## src/sv/hss_pkg.sv

```systemverilog
// ----------------------------------------------------------------------------
// hss_pkg
// Shared widths, command codes, coil pattern table and control and status
// structs for the six-axis half-step sequencer.
// ----------------------------------------------------------------------------
package hss_pkg;

    localparam int CMD_W       = 2;
    localparam int IDX_W       = 3;
    localparam int STEP_W      = 16;
    localparam int COIL_W      = 24;
    localparam int BUSY_W      = 6;
    localparam int PHASE_W     = 3;
    localparam int NIBBLE_W    = 4;

    localparam int NUM_MOTORS_DEF  = 6;
    localparam int COUNT_WIDTH_DEF = 16;

    localparam logic [CMD_W-1:0] CMD_TICK = 2'd0;
    localparam logic [CMD_W-1:0] CMD_LOAD = 2'd1;
    localparam logic [CMD_W-1:0] CMD_JOG  = 2'd2;

    typedef struct packed {
        logic tick;
        logic load;
        logic jog;
        logic dir;
    } motor_ctrl_t;

    typedef struct packed {
        logic [NIBBLE_W-1:0] nibble;
        logic                busy;
        logic                rejected;
    } motor_status_t;

    function automatic logic [NIBBLE_W-1:0] coil_pattern(input logic [PHASE_W-1:0] phase);
        logic [NIBBLE_W-1:0] pat;
        case (phase)
            3'd0:    pat = 4'b1000;
            3'd1:    pat = 4'b1010;
            3'd2:    pat = 4'b0010;
            3'd3:    pat = 4'b0110;
            3'd4:    pat = 4'b0100;
            3'd5:    pat = 4'b0101;
            3'd6:    pat = 4'b0001;
            3'd7:    pat = 4'b1001;
            default: pat = 4'b0000;
        endcase
        return pat;
    endfunction

endpackage

```

## src/sv/hss_item_if.sv

```systemverilog
// ----------------------------------------------------------------------------
// hss_item_if
// Command channel: valid/ready handshake carrying one command item.
// ----------------------------------------------------------------------------
interface hss_item_if;
    import hss_pkg::*;

    logic               valid;
    logic               ready;
    logic [CMD_W-1:0]   command;
    logic [IDX_W-1:0]   motor_index;
    logic               direction;
    logic [STEP_W-1:0]  step_count;

    modport source (output valid, output command, output motor_index,
                    output direction, output step_count, input ready);
    modport sink   (input valid, input command, input motor_index,
                    input direction, input step_count, output ready);
endinterface

```

## src/sv/hss_result_if.sv

```systemverilog
// ----------------------------------------------------------------------------
// hss_result_if
// Result channel: valid/ready handshake carrying coil word and status.
// ----------------------------------------------------------------------------
interface hss_result_if;
    import hss_pkg::*;

    logic               valid;
    logic               ready;
    logic [COIL_W-1:0]  coil_drive;
    logic [BUSY_W-1:0]  busy_mask;
    logic               load_rejected;

    modport source (output valid, output coil_drive, output busy_mask,
                    output load_rejected, input ready);
    modport sink   (input valid, input coil_drive, input busy_mask,
                    input load_rejected, output ready);
endinterface

```

## src/sv/six_axis_half_step_sequencer.sv

```systemverilog
// ----------------------------------------------------------------------------
// six_axis_half_step_sequencer
// Half-step coil sequencer for six bipolar stepper motors.
// ----------------------------------------------------------------------------
// Takes one item per clock while the result stage is not stalled: each item
// is registered on entry, then the motor channels update in parallel and
// write the result register once the result stage is free. A tick drives
// each running motor's current coil pattern on its nibble of coil_drive
// (motor 0 lowest) and steps its phase; each phase wrap takes one from its
// cycle count. Load arms an idle motor and is flagged as rejected on a
// running one; jog sets the direction and arms an idle motor with a count
// of one. coil_drive holds between ticks. A stalled result stage holds the
// entry register, which then backs up the item channel.
// ----------------------------------------------------------------------------
module six_axis_half_step_sequencer #(
    parameter int NUM_MOTORS  = hss_pkg::NUM_MOTORS_DEF,
    parameter int COUNT_WIDTH = hss_pkg::COUNT_WIDTH_DEF
) (
    input  logic          clk,
    input  logic          rst_n,
    hss_item_if.sink      item,
    hss_result_if.source  result
);
    import hss_pkg::*;

    localparam int WORD_W = NIBBLE_W * NUM_MOTORS;

    logic                    in_valid_reg;
    logic [CMD_W-1:0]        command_reg;
    logic [IDX_W-1:0]        motor_index_reg;
    logic                    direction_reg;
    logic [STEP_W-1:0]       step_count_reg;

    logic                    out_valid_reg;
    logic [COIL_W-1:0]       coil_reg, coil_next;
    logic [BUSY_W-1:0]       busy_reg, busy_next;
    logic                    rejected_reg, rejected_next;

    logic                    advance;
    logic [COUNT_WIDTH-1:0]  load_count;
    motor_ctrl_t             ctrl   [NUM_MOTORS];
    motor_status_t           status [NUM_MOTORS];
    logic [WORD_W-1:0]       word;
    logic [NUM_MOTORS-1:0]   busy_vec;

    assign advance    = in_valid_reg && (!out_valid_reg || result.ready);
    assign item.ready = !in_valid_reg || advance;
    assign load_count = COUNT_WIDTH'(step_count_reg);

    always_comb
    begin
        for (int m = 0; m < NUM_MOTORS; m++)
        begin
            ctrl[m].tick = advance && (command_reg == CMD_TICK);
            ctrl[m].load = advance && (command_reg == CMD_LOAD)
                           && (motor_index_reg == IDX_W'(m));
            ctrl[m].jog  = advance && (command_reg == CMD_JOG)
                           && (motor_index_reg == IDX_W'(m));
            ctrl[m].dir  = direction_reg;
        end
    end

    for (genvar g = 0; g < NUM_MOTORS; g++)
    begin : g_motor
        hss_motor #(
            .COUNT_WIDTH (COUNT_WIDTH)
        ) u_motor (
            .clk        (clk),
            .rst_n      (rst_n),
            .ctrl       (ctrl[g]),
            .load_count (load_count),
            .status     (status[g])
        );
    end

    always_comb
    begin
        rejected_next = 1'b0;
        for (int m = 0; m < NUM_MOTORS; m++)
        begin
            word[NIBBLE_W*m +: NIBBLE_W] = status[m].nibble;
            busy_vec[m]                  = status[m].busy;
            rejected_next                = rejected_next | status[m].rejected;
        end
        busy_next = BUSY_W'(busy_vec);
        coil_next = (command_reg == CMD_TICK) ? COIL_W'(word) : coil_reg;
    end

    always_ff @(posedge clk or negedge rst_n)
    begin
        if (!rst_n)
        begin
            in_valid_reg  <= 1'b0;
            out_valid_reg <= 1'b0;
            coil_reg      <= '0;
        end
        else
        begin
            if (item.ready)
            begin
                in_valid_reg <= item.valid;
            end
            if (advance)
            begin
                out_valid_reg <= 1'b1;
                coil_reg      <= coil_next;
            end
            else if (result.ready)
            begin
                out_valid_reg <= 1'b0;
            end
        end
    end

    always_ff @(posedge clk)
    begin
        if (item.valid && item.ready)
        begin
            command_reg     <= item.command;
            motor_index_reg <= item.motor_index;
            direction_reg   <= item.direction;
            step_count_reg  <= item.step_count;
        end
        if (advance)
        begin
            busy_reg     <= busy_next;
            rejected_reg <= rejected_next;
        end
    end

    assign result.valid         = out_valid_reg;
    assign result.coil_drive    = coil_reg;
    assign result.busy_mask     = busy_reg;
    assign result.load_rejected = rejected_reg;

endmodule

```

## src/sv/hss_motor.sv

```systemverilog
// ----------------------------------------------------------------------------
// hss_motor
// One motor channel: cycle count, direction and phase with tick, load and
// jog update, coil nibble and busy/reject status.
// ----------------------------------------------------------------------------
module hss_motor #(
    parameter int COUNT_WIDTH = hss_pkg::COUNT_WIDTH_DEF
) (
    input  logic                   clk,
    input  logic                   rst_n,
    input  hss_pkg::motor_ctrl_t   ctrl,
    input  logic [COUNT_WIDTH-1:0] load_count,
    output hss_pkg::motor_status_t status
);
    import hss_pkg::*;

    logic [COUNT_WIDTH-1:0] count_reg, count_next;
    logic                   dir_reg, dir_next;
    logic [PHASE_W-1:0]     phase_reg, phase_next;
    logic                   active;

    assign active = (count_reg != '0);

    always_comb
    begin
        count_next = count_reg;
        dir_next   = dir_reg;
        phase_next = phase_reg;
        if (ctrl.tick && active)
        begin
            if (dir_reg)
            begin
                phase_next = phase_reg + PHASE_W'(1);
                if (phase_reg == '1)
                begin
                    count_next = count_reg - COUNT_WIDTH'(1);
                end
            end
            else
            begin
                phase_next = phase_reg - PHASE_W'(1);
                if (phase_reg == '0)
                begin
                    count_next = count_reg - COUNT_WIDTH'(1);
                end
            end
        end
        else if (ctrl.load && !active)
        begin
            count_next = load_count;
            dir_next   = ctrl.dir;
        end
        else if (ctrl.jog)
        begin
            if (!active)
            begin
                count_next = COUNT_WIDTH'(1);
            end
            dir_next = ctrl.dir;
        end
    end

    assign status.nibble   = (ctrl.tick && active) ? coil_pattern(phase_reg) : '0;
    assign status.busy     = (count_next != '0);
    assign status.rejected = ctrl.load && active;

    always_ff @(posedge clk or negedge rst_n)
    begin
        if (!rst_n)
        begin
            count_reg <= '0;
            dir_reg   <= 1'b0;
            phase_reg <= '0;
        end
        else
        begin
            count_reg <= count_next;
            dir_reg   <= dir_next;
            phase_reg <= phase_next;
        end
    end

    a_tick_up_phase: assert property (@(posedge clk) disable iff (!rst_n)
        ctrl.tick && active && dir_reg |=> phase_reg == $past(phase_reg) + PHASE_W'(1))
        else $error("phase did not advance on up tick");

    a_tick_no_count_rise: assert property (@(posedge clk) disable iff (!rst_n)
        ctrl.tick |=> count_reg <= $past(count_reg))
        else $error("count rose on tick");

    a_reject_holds: assert property (@(posedge clk) disable iff (!rst_n)
        ctrl.load && active |=> count_reg == $past(count_reg) && dir_reg == $past(dir_reg))
        else $error("rejected load changed motor state");

    a_jog_sets: assert property (@(posedge clk) disable iff (!rst_n)
        ctrl.jog |=> dir_reg == $past(ctrl.dir) && count_reg != '0)
        else $error("jog did not arm motor");

endmodule

```

## src/flat_wrapper.sv

```systemverilog
// flat-port wrapper written by rule: the top's interface ports become plain ports
module six_axis_half_step_sequencer_flat import hss_pkg::*;
#(
    parameter int NUM_MOTORS  = hss_pkg::NUM_MOTORS_DEF,
    parameter int COUNT_WIDTH = hss_pkg::COUNT_WIDTH_DEF
)
  (clk, rst_n, item_valid, item_command, item_motor_index, item_direction, item_step_count, item_ready, result_valid, result_coil_drive, result_busy_mask, result_load_rejected, result_ready);
  hss_item_if item_i ();
  hss_result_if result_i ();
  input  logic clk;
  input  logic rst_n;
  input wire logic [$bits(item_i.valid)-1:0] item_valid;
  input wire logic [$bits(item_i.command)-1:0] item_command;
  input wire logic [$bits(item_i.motor_index)-1:0] item_motor_index;
  input wire logic [$bits(item_i.direction)-1:0] item_direction;
  input wire logic [$bits(item_i.step_count)-1:0] item_step_count;
  output wire logic [$bits(item_i.ready)-1:0] item_ready;
  output wire logic [$bits(result_i.valid)-1:0] result_valid;
  output wire logic [$bits(result_i.coil_drive)-1:0] result_coil_drive;
  output wire logic [$bits(result_i.busy_mask)-1:0] result_busy_mask;
  output wire logic [$bits(result_i.load_rejected)-1:0] result_load_rejected;
  input wire logic [$bits(result_i.ready)-1:0] result_ready;
  assign item_i.valid = item_valid;
  assign item_i.command = item_command;
  assign item_i.motor_index = item_motor_index;
  assign item_i.direction = item_direction;
  assign item_i.step_count = item_step_count;
  assign item_ready = item_i.ready;
  assign result_valid = result_i.valid;
  assign result_coil_drive = result_i.coil_drive;
  assign result_busy_mask = result_i.busy_mask;
  assign result_load_rejected = result_i.load_rejected;
  assign result_i.ready = result_ready;
  six_axis_half_step_sequencer #(.NUM_MOTORS(NUM_MOTORS), .COUNT_WIDTH(COUNT_WIDTH)) u_core (.clk(clk), .rst_n(rst_n), .item(item_i), .result(result_i));
endmodule
```

## config.mk

```make
export PLATFORM = sky130hd
export DESIGN_NAME = six_axis_half_step_sequencer_flat
export DESIGN_NICKNAME = d
export VERILOG_FILES = /design/src/sv/hss_pkg.sv /design/src/sv/hss_item_if.sv /design/src/sv/hss_result_if.sv /design/src/sv/six_axis_half_step_sequencer.sv /design/src/sv/hss_motor.sv /design/src/flat_wrapper.sv
export SDC_FILE = /design/constraint.sdc
export NUM_CORES = 1
export LEC_CHECK = 0
export BUFFER_PORTS_ARGS = -buffer_cell sky130_fd_sc_hd__buf_2
export CAP_MARGIN = 20
export CORE_UTILIZATION = 50
export DETAILED_ROUTE_END_ITERATION = 10
export PLACE_DENSITY = 0.68
export SLEW_MARGIN = 20
export SYNTH_ARGS = -nofsm -noshare
export SYNTH_HDL_FRONTEND = slang
export SYNTH_SLANG_ARGS = --single-unit
export TNS_END_PERCENT = 30
```

## constraint.sdc

```tcl
create_clock -name clk -period 4.3 [get_ports clk]
set_clock_uncertainty 0.2 [all_clocks]
set_input_delay 0.215 -clock clk [delete_from_list [all_inputs] [get_ports clk]]
set_output_delay 0.215 -clock clk [all_outputs]
set_load 0.03 [all_outputs]
```

# After elaboration in Yosys (flattened, before gate mapping)
# Memory sizes are Yosys's and may differ from the RTL's.
# Cells that the tools add are included.
word_totals:
  reg_bits: 175
  rom_bits: 192
  output_inout_bits: 33
  word_cells: 222
  mem_count: 6
classes:
  add_sub_neg: 18
  n_eq_ne: 13
  mux: 68
  bitwise_logic: 11
  n_reduce_logical: 79
mem_list:
  columns: ["memory", "depth", "word_bits", "read_ports", "rd_clocked_by_memory_dff", "write_ports", "line", "rtl"]
  rows:
  - ["(name not given)", 8, 4, 1, 0, 0, "hss_pkg.sv:38", "case (phase)"]
  - ["(name not given)", 8, 4, 1, 0, 0, "hss_pkg.sv:38", null]
  - ["(name not given)", 8, 4, 1, 0, 0, "hss_pkg.sv:38", null]
  - ["(name not given)", 8, 4, 1, 0, 0, "hss_pkg.sv:38", null]
  - ["(name not given)", 8, 4, 1, 0, 0, "hss_pkg.sv:38", null]
  - ["(name not given)", 8, 4, 1, 0, 0, "hss_pkg.sv:38", null]
ops:
  columns: ["operator", "n"]
  rows:
  - ["2-to-1 mux 16 bit", 42]
  - ["nonzero test 16 bit", 12]
  - ["subtractor 16 x 1 -> 16 bit (second input constant)", 6]
  - ["logical AND 1 bit", 35]
  - ["== test 3 bit (second input constant)", 8]
  - ["2-to-1 mux 4 bit", 6]
  - ["zero test 3 bit", 7]
  - ["adder 3 x 1 -> 3 bit (second input constant)", 6]
  - ["2-to-1 mux 3 bit", 6]
  - ["subtractor 3 x 1 -> 3 bit (second input constant)", 6]
  - ["2-to-1 mux 1 bit", 14]
  - ["AND reduction 2 bit", 7]
  - ["nonzero test 2 bit", 7]
  - ["zero test 1 bit", 8]
  - ["== test 3 x 2 -> 1 bit (second input constant)", 2]
  - ["NOT 1 bit", 6]
  - ["bitwise OR 1 bit", 5]
  - ["== test 3 x 1 -> 1 bit (second input constant)", 1]
  - ["== test 2 x 1 -> 1 bit (second input constant)", 1]
  - ["== test 2 bit (second input constant)", 1]
  - ["zero test 2 bit", 1]
  - ["logical OR 1 bit", 2]

# Depth between registers and ports, before layout
logic_depth:
  ltp_word: 11
  depth_mapped: 12
  mapped_depth_nobuf: 9

# Hierarchy
# Synthesis repeated with hierarchy kept, for this count alone.
hier_totals:
  hier_cells: 914
  area_unflattened_um2: 9895.7
modules_own_cells:
  columns: ["module", "n_inst", "cells_per_inst", "area_per_inst_um2", "seq_area_each_um2"]
  rows:
  - ["six_axis_half_step_sequencer", 1, 110, 2089.5, 1521.5]
  - ["hss_motor at u_core.g_motor[5].u_motor", 1, 145, 1391.3, 500.5]
  - ["hss_motor at u_core.g_motor[4].u_motor", 1, 135, 1321.3, 500.5]
  - ["hss_motor at u_core.g_motor[0].u_motor", 1, 144, 1311.3, 500.5]
  - ["hss_motor at u_core.g_motor[2].u_motor", 1, 126, 1278.7, 500.5]
  - ["hss_motor at u_core.g_motor[3].u_motor", 1, 127, 1272.5, 500.5]
  - ["hss_motor at u_core.g_motor[1].u_motor", 1, 127, 1231.2, 500.5]

# Worst setup path after synthesis
# No wires, ideal clock.
synth_timing:
  kind: "register -> register"
  from: "reg u_core.g_motor[0].u_motor.phase_reg[2]"
  to: "reg u_core.busy_reg[0], in the netlist u_core.result.busy_mask[0] (data pin)"
  t_arrival_ns: 2.862
  slack_ns: 0.967
  stages_incl_launch_ff: 10
  path_buffers: 2
  period_less_slack_ns: 3.333
  cell_sequence: "dfrtp_1 clkbuf_1 or4_1 a2111oi_2 and2_1 buf_2 nand3_1 mux2i_1 or4_1 nand4bb_1"
synth_between:
  elab_chain_len: 5
  elab_cells_between_ends: 7
  classes_between: "eq/ne (1); mux (4); reduce/logical (2)"
synth_rtl:
  columns: ["item", "line", "rtl"]
  rows:
  - ["from (decl)", "hss_motor.sv:19", "logic [PHASE_W-1:0] phase_reg, phase_next;"]
  - ["from (signal assigned)", "hss_motor.sv:79", "phase_reg <= phase_next;"]
  - ["== test 3 bit or zero test 3 bit (tied branches)", "hss_motor.sv:34, hss_motor.sv:42", null]
  - ["2-to-1 mux 16 bit, on equally long branches", "hss_motor.sv:34, hss_motor.sv:42", null]
  - ["2-to-1 mux 16 bit (*)", "hss_motor.sv:31", "if (dir_reg)"]
  - ["2-to-1 mux 16 bit (*)", "hss_motor.sv:29", "if (ctrl.tick && active)"]
  - ["named net u_core.g_motor[0].u_motor.count_next[8]", "hss_motor.sv:17", "logic [COUNT_WIDTH-1:0] count_reg, count_next;"]
  - ["nonzero test 16 bit (*)", "hss_motor.sv:64", "assign status.busy = (count_next != '0);"]
  - ["named net u_core.busy_next[0]", "six_axis_half_step_sequencer.sv:36", "logic [BUSY_W-1:0] busy_reg, busy_next;"]
  - ["to (signal assigned)", "six_axis_half_step_sequencer.sv:126", "busy_reg <= busy_next;"]
  - ["to (decl)", "six_axis_half_step_sequencer.sv:36", null]
# The timed path passes the listed nets; every way through them passes the cells marked *.
# A chain may end at the register's enable or synchronous reset.

# Worst setup path after layout
layout_timing:
  from: "reg u_core.g_motor[0].u_motor.count_reg[0]"
  to: "reg u_core.busy_reg[0], in the netlist u_core.result.busy_mask[0] (data pin)"
layout_between:
  elab_chain_len: 6
  elab_cells_between_ends: 13
  classes_between: "add/sub (1); mux (7); reduce/logical (5)"
layout_rtl:
  columns: ["item", "line", "rtl"]
  rows:
  - ["from (decl)", "hss_motor.sv:17", null]
  - ["from (signal assigned)", "hss_motor.sv:77", "count_reg <= count_next;"]
  - ["parallel branches: the longest is 4 deep, another holds subtractor 16 x 1 -> 16 bit", null, null]
  - ["2-to-1 mux 16 bit (*)", "hss_motor.sv:29", null]
  - ["named net u_core.g_motor[0].u_motor.count_next[6]", "hss_motor.sv:17", null]
  - ["nonzero test 16 bit (*)", "hss_motor.sv:64", null]
  - ["named net u_core.busy_next[0]", "six_axis_half_step_sequencer.sv:36", null]
# Mark *: on every way through the listed nets, which the timed path passes.

==> flow_summary.toml <==
[routing]
wl_met3_mm = 2.21
initialDrtViolationCount = 841
routed.top_layer = "met4"
drt-met1-wl_mm = 12.3
wl_met2_mm = 12.9
viasPerCell = 6.51
routedWlPerCell_um = 21.4
wirelength_mm = 28.2
routed-via-count = 8578
drcViolationCount = 0
drtAntennaViolNets = 0
dr.pass1.iters = 5

[synthesis]
ys_seq_area_share_pct = 46.5
synthMostInstantiatedCell = "dfrtp_1"
synth_ff_type = "dfrtp_1"
syn_area_um2 = 9740
synth_cells = 958
synth_common_cells = "dfrtp_1 (146), nor2_1 (65), nand2_1 (62), nand3_1 (50), mux2i_1 (49)"
syn_nets = 996
ys_top_cells_by_area = "dfrtp_1 (38%), edfxtp_1 (8.9%), mux2i_1 (5.0%)"
synth_edf_count = 29
synth_cell_types = 79
async_reset_ff_share_pct = 83.4
yosys.area.top_type = "dfrtp_1"
avgSynthCellArea_um2 = 10.2
synth_top_cell_area_share_pct = 37.5
yosysWarnings = 0
ys_ff_latch = 175

[job]
cap_violations = 0

[global_route]
grt_pass1_wl_mm = 43.7
antenna_found_initial = 0
grt_util_all_layers_pct = 29.1
grt_remaining_overflow = 0
grt_max_degree = 89
grt_pass1_vias = 7859

[layout]
nFillCells = 1652
postLayoutCellArea_um2 = 11200
largest_register_ff_count = 96
layout-drive-gt1-share_pct = 15.0
multi_input_area_um2 = 4950
diodes = 0
utilization_pct = 59.5
area_delta_synth_final_pct = 15.4
regArea_um2 = 4520
final_nets = 1083

[timing]
setup_viol = 0
finalCritPeriodShare_pct = 86.1
drv_slew = 0
whs_ps = 208
period_needed_ps = 3700
rsz0062_at_grt = "false"
fmax_ghz = 0.270
hold_violations = 0
tightest_slew_ps = 997
slew_headroom_pct = 33.4
setup-tns-final_ps = 0

[worst_setup_path]
cp.required_ps = 4270
crit_end = "u_core.result.busy_mask[0]"
r2r_end = "u_core.result.busy_mask[0]"
arrival_ps = 3670
crit_family = "simple AND/OR/NAND/NOR gates"
rr_startpoint = "u_core.g_motor[0].u_motor.count_reg[0]"
ff2ff_setup_slack_ps = 600
cp-start-kind = "flop"
crit_start = "u_core.g_motor[0].u_motor.count_reg[0]"
cpPeakStageDelay_ps = 710
path_class = "flop to flop"
cp_num_buf_inv = 1
crit_chain = "inv_1, ha_1, or4b_1, or4_4, and2_1, a22o_1, o21a_1, nor4b_1, nand4bb_1"
reg2reg_depth = 9
end_kind = "flop"
crit_path_top_delay_cell = "or4_4"
crit_fanout = 14
crit_cells = 9

[clocking]
cts_max_path_buffers = 2
tritoncts = "done"
htree_levels = 4
path_clk_slew_ps = 80
clk_latency_ps = 440
cts-root-buf = "clkbuf_16"
cts_sinks = 175
post_cts.repair.setup_buffers = 0
numCtsBuffers = 17

[hold_path]
min_path_type = "input port to asynchronous set/reset pin"

[placed_design]
placed_area_um2 = 10400
portBuffers = 58
gp_congestion = 0.980
hpwlAfterDp_mm = 19.6

[die]
die_area_um2 = 20000
io_pins = 59
die_y_um = 142
die_x_um = 142
core_um2 = 18900
initial_core_util_pct = 51.5
fp-row-count = 50

[power]
pwr-share-comb_pct = 37.3
peakVddDrop_mv = 0.289
power_switching_mw = 2.91
switching_share_pct = 42.4
power.internal_mw = 3.95
pwr-share-seq_pct = 40.0
p_per_area_nw_per_um2 = 610
p_leak_nw = 4.85
clockPowerShare_pct = 22.7

[status]
outcome = "finished, final reports clean"
worst min-delay path by stage:
stage                                                   to  slack [ps]  cells past startpoint
floorplan           u_core.g_motor[0].u_motor.count_reg[0]        -280                      0
global placement              u_core.result.coil_drive[15]         140                      1
detailed placement            u_core.result.coil_drive[15]         140                      1
CTS                                    u_core.in_valid_reg         170                      4
global route                           u_core.in_valid_reg         220                      4
finish                        u_core.result.coil_drive[15]         210                      2
timing repair:
| item | CTS | global route |
|---|---|---|
| hold buffers | 24 | 0 |
| gates resized for setup | 0 | 0 |
| endpoints found under the setup margin | 0 | 0 |
| endpoints found under the hold margin | 109 | 0 |
power groups by stage:
stage	Combinational, mW	Clock (mW)	Sequential, mW
2_1_floorplan	1.74	0	2.79
3_3_place_gp	2.48	0	2.74
3_5_place_dp	2.51	0	2.76
4_1_cts	2.54	1.58	2.73
5_1_grt	2.82	1.64	2.82
6_report	2.56	1.55	2.75
final cells by class:
cell class	count	area share, %
Multi-Input combinational cell	713	44.0
Sequential cell	175	40.3
Timing Repair Buffer	105	6.31
Clock buffer	17	3.79
Tap cell	260	2.90
Clock inverter	15	1.61
Inverter	33	1.10
per-layer routing:
metal / up-vias / global-route usage [%]
met5: - / 0
met4: 0 / 11.0
met3: 58 / 5.87
met2: 440 / 45.5
met1: 4135 / 40.0
li1: 3945 / -
placed cells by master, fill, tap and decap left out, types with 33 or more instances in the layout:
cell type,Yosys,routed
inv_1,33,33
buf_2,7,57
a21oi_1,36,36
nand3_1,50,49
nand2_1,62,62
nor4_1,43,42
nor2_1,65,65
dfrtp_1,146,146
mux2i_1,49,49
nor3_1,36,34
logic make-up after synthesis:
group	count (synthesis)	share of synthesized area (%)
AND/OR/NAND/NOR	410	24.7
AO/OA/AOI/OAI	212	15.9
flip-flops	175	46.5
buffers and inverters	70	2.94
multiplexers	59	6.19
XOR/XNOR	20	1.80
adder cells (fa/ha/maj)	12	2.00
per-stage QoR:
step | total power [mW] | std cells | setup slack [ps]
final | 6.86 | 1318 | 596
after CTS | 6.85 | 1318 | 623
after detailed placement | 5.27 | 1262 | 618
after global placement | 5.22 | 1262 | 671
after floorplan | 4.54 | 958 | 967
after global routing | 7.29 | 1318 | 463
Note: power is estimated with default switching activity, not from simulation.
